**config.mk**
```make
export PLATFORM = sky130hd
export DESIGN_NAME = lc3b_ram
export DESIGN_NICKNAME = d
export VERILOG_FILES = /design/src/rtl/lc3b_ram.sv
export SDC_FILE = /design/constraint.sdc
export NUM_CORES = 1
export LEC_CHECK = 0
export ABC_CLOCK_PERIOD_IN_PS = 2500
export BUFFER_PORTS_ARGS = -buffer_cell sky130_fd_sc_hd__buf_4
export CAP_MARGIN = 5
export CELL_PAD_IN_SITES_DETAIL_PLACEMENT = 0
export CELL_PAD_IN_SITES_GLOBAL_PLACEMENT = 1
export CORE_ASPECT_RATIO = 1.2
export CORE_MARGIN = 2
export CORE_UTILIZATION = 35
export DETAILED_ROUTE_END_ITERATION = 7
export PLACE_DENSITY = 0.61
export SLEW_MARGIN = 20
export SYNTH_ARGS = -nofsm -noshare
export SYNTH_HDL_FRONTEND = slang
export SYNTH_SLANG_ARGS = --single-unit
```
**constraint.sdc**
```tcl
create_clock -name clk_i -period 2.5 [get_ports clk_i]
set_input_delay 0.25 -clock clk_i [delete_from_list [all_inputs] [get_ports clk_i]]
set_output_delay 0.25 -clock clk_i [all_outputs]
set_load 0.03 [all_outputs]
```
**src/rtl/lc3b_ram.sv**
```systemverilog
// generic single-clock ram with one write port and one registered read port
`timescale 1ns / 1ps
`default_nettype none

module lc3b_ram #(
  parameter int unsigned Width = 16,
  parameter int unsigned Depth = 8
) (
  input  wire logic                     clk_i,
  input  wire logic                     we_i,
  input  wire logic [$clog2(Depth)-1:0] waddr_i,
  input  wire logic [Width-1:0]         wdata_i,
  input  wire logic                     re_i,
  input  wire logic [$clog2(Depth)-1:0] raddr_i,
  output logic      [Width-1:0]         rdata_o
);

  logic [Width-1:0] mem_q [Depth];
  logic [Width-1:0] rdata_q;

  // write and registered read
  always_ff @(posedge clk_i) begin
    if (we_i) begin
      mem_q[waddr_i] <= wdata_i;
    end
    if (re_i) begin
      rdata_q <= mem_q[raddr_i];
    end
  end

  assign rdata_o = rdata_q;

endmodule

`default_nettype wire

```
==> flow_metrics.env, run 1 <==
export IMPL_vias_per_cell=4.74
export IMPL_p_leak_nw=2.25
export IMPL_area_growth_pct=21.4
export IMPL_powerDensity_nw_per_um2=849
export IMPL_r2r_end="rdata_o[5]$_DFFE_PP_"
export IMPL_p_seq_share_pct=49.4
export IMPL_cts_resized=0
export IMPL_place_congestion=0.658
export IMPL_ys_warnings_count=0
export IMPL_finalCriticalPeriod_ns=1.48
export IMPL_period_share_pct=59.0
export IMPL_drive_gt1_share_pct=34.0
export IMPL_fillers=1321
export IMPL_grt_pass1_wl_mm=14.5
export IMPL_maxSlewHeadroom_pct=62.7
export IMPL_final_nets=297
export IMPL_cp_arrival_ns=1.63
export IMPL_peakVddDrop_uv=442
export IMPL_reg2reg_depth=2
export IMPL_synth_nets=239
export IMPL_netlist_instances=214
export IMPL_post_drt_wl_per_cell_um=19.2
export IMPL_hold_class="input pin to flop"
export IMPL_required_ns=2.66
export IMPL_vias=2339
export IMPL_multiInputGateArea_um2=1070
export IMPL_io_pins=41
export IMPL_grt_max_degree=33
export IMPL_core_um2=15500
export IMPL_ys_seq_elements=144
export IMPL_die_h_um=141
export IMPL_reg2reg_slack_ns=1.10
export IMPL_grtUsageTotal_pct=12.3
export IMPL_dr_pass1_iters=6
export IMPL_yosys_area_share_simple_pct=1.08
export IMPL_syn_area_um2=5450
export IMPL_wirelength_mm=9.49
export IMPL_worstSetupPathType="input pin to flop"
export IMPL_worst_slack_ns=1.02
export IMPL_critPathCapture="rdata_o[5]$_DFFE_PP_"
export IMPL_crit_path_max_fanout=32
export IMPL_antennaDiodeCount=0
export IMPL_htreeDepth=4
export IMPL_rsz0062_at_grt="false"
export IMPL_p_int_w=0.00455
export IMPL_clock_latency_ns=0.41
export IMPL_cts_max_path_buffers=2
export IMPL_cp_startpoint="raddr_i[0]"
export IMPL_ys_seq_area_share_pct=79.3
export IMPL_die_area_um2=16600
export IMPL_synth_mux_area_share_pct=18.4
export IMPL_path_clk_slew_ns=0.05
export IMPL_register_area_um2=4320
export IMPL_ys_types=11
export IMPL_cts_num_sinks=144
export IMPL_cts_tree="done"
export IMPL_slew_violations=0
export IMPL_cts_made_buffers=17
export IMPL_skew_ns=0.00395
export IMPL_drc=0
export IMPL_clkPwrFrac_pct=45.2
export IMPL_io_buffers=40
export IMPL_rows=50
export IMPL_timing_fmax_mhz=677
export IMPL_post_route_util_pct=42.9
export IMPL_setup_viol_count_final=0
export IMPL_overflow=0
export IMPL_postCtsSetupRepairBufs=0
export IMPL_start_kind="input pin"
export IMPL_drtAntennaViolNets=0
export IMPL_clockRootBuffer="clkbuf_16"
export IMPL_hpwl_mm=4.95
export IMPL_combinationalPowerShare_pct=5.4
export IMPL_hold_viol=0
export IMPL_grt_pass1_vias=2512
export IMPL_initial_core_util_pct=35.3
export IMPL_die_w_um=118
export IMPL_status="completed"
export IMPL_synthAdderAreaFrac_pct=0
export IMPL_maxCapViolCount=0
export IMPL_synth_top_family_by_area="multiplexers"
export IMPL_antenna_found_initial=0
export IMPL_drt_iter0_drc=158
export IMPL_endpoint_kind="flop"
export IMPL_max_slew_worst_pin_slew_ns=0.560
export IMPL_dpl_worst_slack_ns=0.577
export IMPL_synth_compound_area_share_pct=0
export IMPL_p_switching_w=0.00107
export IMPL_regToRegStartpoint="mem_q[3][5]$_DFFE_PP_"
export IMPL_cts_hold_fix_buffers=0
export IMPL_setup_tns_ns=0
export IMPL_synth_xor_xnor_area_share_pct=0
export IMPL_synth_area_per_cell_um2=25.5
export IMPL_swShare_pct=19.1
-- critical path: stages --
cell,delay [ns]
buf_4,0.45
mux4_1,0.63
mux2_2,0.28
-- layout by cell type, fill, tap and decap left out, types with 3 or more instances in the layout --
master,instances
mux4_1,28
clkinv_1,3
nand2b_1,3
clkinvlp_4,3
nor2_1,6
mux2_2,16
mux4_2,4
buf_4,48
bufinv_16,4
edfxtp_1,144
clkbuf_16,17
clkinv_2,3
-- stage by stage --
stage / std cells / total power [W] / hold slack (ns) / instance area, µm²
after floorplan: 214 / 0.00301 / 0.349 / 5450
after global placement: 461 / 0.00313 / 0.481 / 6020
after detailed placement: 461 / 0.00314 / 0.486 / 6020
after CTS: 493 / 0.00569 / 0.0537 / 6620
after global routing: 493 / 0.00582 / 0.0645 / 6620
final: 493 / 0.00562 / 0.0731 / 6620
-- registers in the layout, summed over array words and instances (netlist names) --
register and cells:
rdata_o 16, mem_q 128
-- how the worst min path moves through the flow --
stage	startpoint	to	slack (ns)	cells past startpoint
6_report	wdata_i[5]	mem_q[3][5]$_DFFE_PP_	0.07	1
5_1_grt	wdata_i[1]	mem_q[0][1]$_DFFE_PP_	0.06	1
4_1_cts	wdata_i[2]	mem_q[5][2]$_DFFE_PP_	0.05	1
3_5_place_dp	wdata_i[2]	mem_q[5][2]$_DFFE_PP_	0.49	1
3_3_place_gp	wdata_i[5]	mem_q[3][5]$_DFFE_PP_	0.48	1
2_1_floorplan	wdata_i[0]	mem_q[0][0]$_DFFE_PP_	0.35	0
-- power groups by stage --
stage / combinational (W) / clock [W] / sequential (W)
2_1_floorplan: 0.000137 / 0 / 0.00287
3_3_place_gp: 0.000304 / 0 / 0.00283
3_5_place_dp: 0.000310 / 0 / 0.00283
4_1_cts: 0.000310 / 0.00260 / 0.00278
5_1_grt: 0.000329 / 0.00270 / 0.00279
6_report: 0.000302 / 0.00254 / 0.00278
-- layout make-up --
cell class | instances | share of cell area [%]
Sequential cell | 144 | 65.3
Multi-Input combinational cell | 61 | 16.2
Clock buffer | 19 | 6.54
Timing Repair Buffer | 48 | 5.44
Tap cell | 208 | 3.93
Clock inverter | 13 | 2.55
-- Yosys cell counts, drive strengths merged --
library cell | n | share of area, %
buf | 8 | 1.1
clkbuf | 1 | 0.092
edfxtp | 144 | 79
mux2 | 16 | 3.3
mux4 | 32 | 15
nand2 | 2 | 0.14
nand2b | 3 | 0.34
nor2 | 6 | 0.41
nor3 | 2 | 0.18
-- routing by layer --
layer  vias to the layer above  GRT usage (%)  part of all wire, %  wire (µm)
met2                        56           20.1                   51       4810
met4                         0           5.71                  1.8        173
met3                        15           3.64                  4.2        395
met5                         -              0                    0          0
met1                      1215           15.1                   43       4110
li1                       1053              -                    -          -
-- kinds of logic after synthesis --
logic type,after synthesis
muxes,48
and+or+nand+nor,13
DFF,144
buffers and inverters,9
(Power assumes the default switching activity.)
==> run 2: changes to the inputs <==
--- a/config.mk
+++ b/config.mk
@@ -5,7 +5,7 @@
 export SDC_FILE = /design/constraint.sdc
 export NUM_CORES = 1
 export LEC_CHECK = 0
-export ABC_CLOCK_PERIOD_IN_PS = 2500
+export ABC_CLOCK_PERIOD_IN_PS = 1400
 export BUFFER_PORTS_ARGS = -buffer_cell sky130_fd_sc_hd__buf_4
 export CAP_MARGIN = 5
 export CELL_PAD_IN_SITES_DETAIL_PLACEMENT = 0
==> constraint.sdc (replaced) <==
create_clock -name clk_i -period 1.4 [get_ports clk_i]
set_input_delay 0.14 -clock clk_i [delete_from_list [all_inputs] [get_ports clk_i]]
set_output_delay 0.14 -clock clk_i [all_outputs]
set_load 0.03 [all_outputs]
==> run 2 against run 1 <==
Compared with the run above: worst setup slack lost 1.0 ns; clock skew is essentially flat; wire length grew 8.2%; power grew 84%; combinational power grew 110%; non-clock buffer count grew 24; cell count grew 4.5%; core utilization grew 2.0 points; register-to-register slack lost 1.1 ns; critical path depth shrank 1; via count grew 1.7%; sequential share of layout area shrank 2.8 points; largest cell class unchanged.
==> flow_metrics.env, run 2 (synthesis results as in run 1) <==
export IMPL_status="completed"
export IMPL_io_buffers=40
export IMPL_maxCapViolCount=0
export IMPL_antenna_found_initial=0
export IMPL_vias_per_cell=4.62
export IMPL_dr_pass1_iters=4
export IMPL_drive_gt1_share_pct=40.4
export IMPL_dp_cells=469
export IMPL_final_cell_mix="144 x edfxtp_1, 46 x buf_4, 23 x mux4_2"
export IMPL_rsz0062_at_grt="true"
export IMPL_timing_fmax_mhz=724
export IMPL_drtAntennaViolNets=0
export IMPL_hold_ws_ns=0.147
export IMPL_cts_tree="done"
export IMPL_dpl_worst_slack_ns=-0.151
export IMPL_maxSlewHeadroom_pct=79.7
export IMPL_core_um2=15500
export IMPL_final_common_cell="edfxtp_1"
export IMPL_die_h_um=141
export IMPL_peakVddDrop_uv=827
export IMPL_drc=0
export IMPL_post_drt_wl_per_cell_um=19.9
export IMPL_overflow=0
export IMPL_worstSetupPathType="flop to flop"
export IMPL_die_area_um2=16600
export IMPL_required_ns=1.56
export IMPL_critPathSlowestCell="mux4_2"
export IMPL_hpwl_mm=5.82
export IMPL_regMostFlops="mem_q"
export IMPL_dpl_cell_area_um2=6200
export IMPL_final_nets=321
export IMPL_hold_class="input pin to flop"
export IMPL_antennaDiodeCount=0
export IMPL_grt_max_degree=18
export IMPL_finalInstanceArea_um2=6920
export IMPL_worst_slack_ns=0.0179
export IMPL_period_share_pct=98.7
export IMPL_start_kind="flop"
export IMPL_worstPathCellList="mux4_2 > mux2_2"
export IMPL_wirelength_mm=10.3
export IMPL_crit_path_max_fanout=1
export IMPL_area_growth_pct=26.9
export IMPL_grt_pass1_wl_mm=15.3
export IMPL_cts_made_buffers=17
export IMPL_post_route_util_pct=44.8
export IMPL_powerDensity_nw_per_um2=1490
export IMPL_layout_cells_non_filler=515
export IMPL_hold_viol=0
export IMPL_cts_num_sinks=144
export IMPL_vias=2378
export IMPL_finalCriticalPeriod_ns=1.38
export IMPL_initial_core_util_pct=35.3
export IMPL_p_leak_nw=2.34
export IMPL_setup_viol_count_final=0
export IMPL_htreeDepth=4
export IMPL_path_clk_slew_ns=0.06
export IMPL_die_w_um=118
export IMPL_endpoint_kind="flop"
export IMPL_grt_pass1_vias=2527
export IMPL_grtUsageTotal_pct=13.0
export IMPL_drt_iter0_drc=204
export IMPL_rows=50
export IMPL_largest_reg_flops=128
export IMPL_max_stage_delay_ns=0.49
export IMPL_clockRootBuffer="clkbuf_16"
export IMPL_slew_violations=0
export IMPL_io_pins=41
export IMPL_max_slew_worst_pin_slew_ns=0.304
export IMPL_place_congestion=0.664
export IMPL_clock_latency_ns=0.41
export IMPL_cp_arrival_ns=1.54
export IMPL_skew_ns=0.00443
export IMPL_cts_max_path_buffers=2
-- run 2: final timing paths --
path | startpoint | to | slack [ns] | cells after the start
max | mem_q[5][0]$_DFFE_PP_ | rdata_o[0]$_DFFE_PP_ | 0.02 | 2
min | re_i | rdata_o[5]$_DFFE_PP_ | 0.15 | 1
max reg2reg | mem_q[5][0]$_DFFE_PP_ | rdata_o[0]$_DFFE_PP_ | 0.02 | 2
min reg2reg | mem_q[5][8]$_DFFE_PP_ | rdata_o[8]$_DFFE_PP_ | 0.75 | 2
-- run 2: metrics by stage --
step                total power [W]  TNS (ns)
finish                       0.0103         0
global route                 0.0107   -0.0147
CTS                          0.0104         0
detailed placement          0.00566     -1.95
global placement            0.00564     -1.85
floorplan                   0.00537     -1.93
-- run 2: area by class of cell --
| cell class | count | area (µm²) |
|---|---|---|
| Multi-Input combinational cell | 61 | 1010 |
| Clock buffer | 18 | 429 |
| Timing Repair Buffer | 72 | 706 |
| Tap cell | 208 | 260 |
| Fill cell | 1310 | 8530 |
| Sequential cell | 144 | 4320 |
| Clock inverter | 12 | 193 |
-- run 2: where the power goes --
group / leakage (nW) / total (W) / switching (W) / internal (W)
clock: 0.301 / 0.00473 / 0.00161 / 0.00312
combinational: 0.716 / 0.000645 / 0.000319 / 0.000327
sequential: 1.32 / 0.00497 / 0.0000411 / 0.00493
total: 2.34 / 0.0103 / 0.00197 / 0.00838
-- run 2: per-layer routing --
metal  part of all wire (%)  up-vias  global-route usage, %
li1                       -     1078                      -
met1                     43     1244                   15.1
met2                     52       44                   22.5
met3                    3.2       12                   3.60
met4                    1.7        0                   5.71
met5                      0        -                      0
-- run 2: critical path, delay by kind of cell, from the launching register on --
family / cells / cell delay (ns)
flip-flops: 1 / 0.37
multiplexers: 2 / 0.76
-- run 2: timing repair --
item | 4_1_cts | 5_1_grt
hold buffers | 16 | 0
endpoints found under the hold margin | 128 | 0
buffers inserted | 0 | 0
setup endpoints to repair | 4 | 13
gates resized for setup | 4 | 17
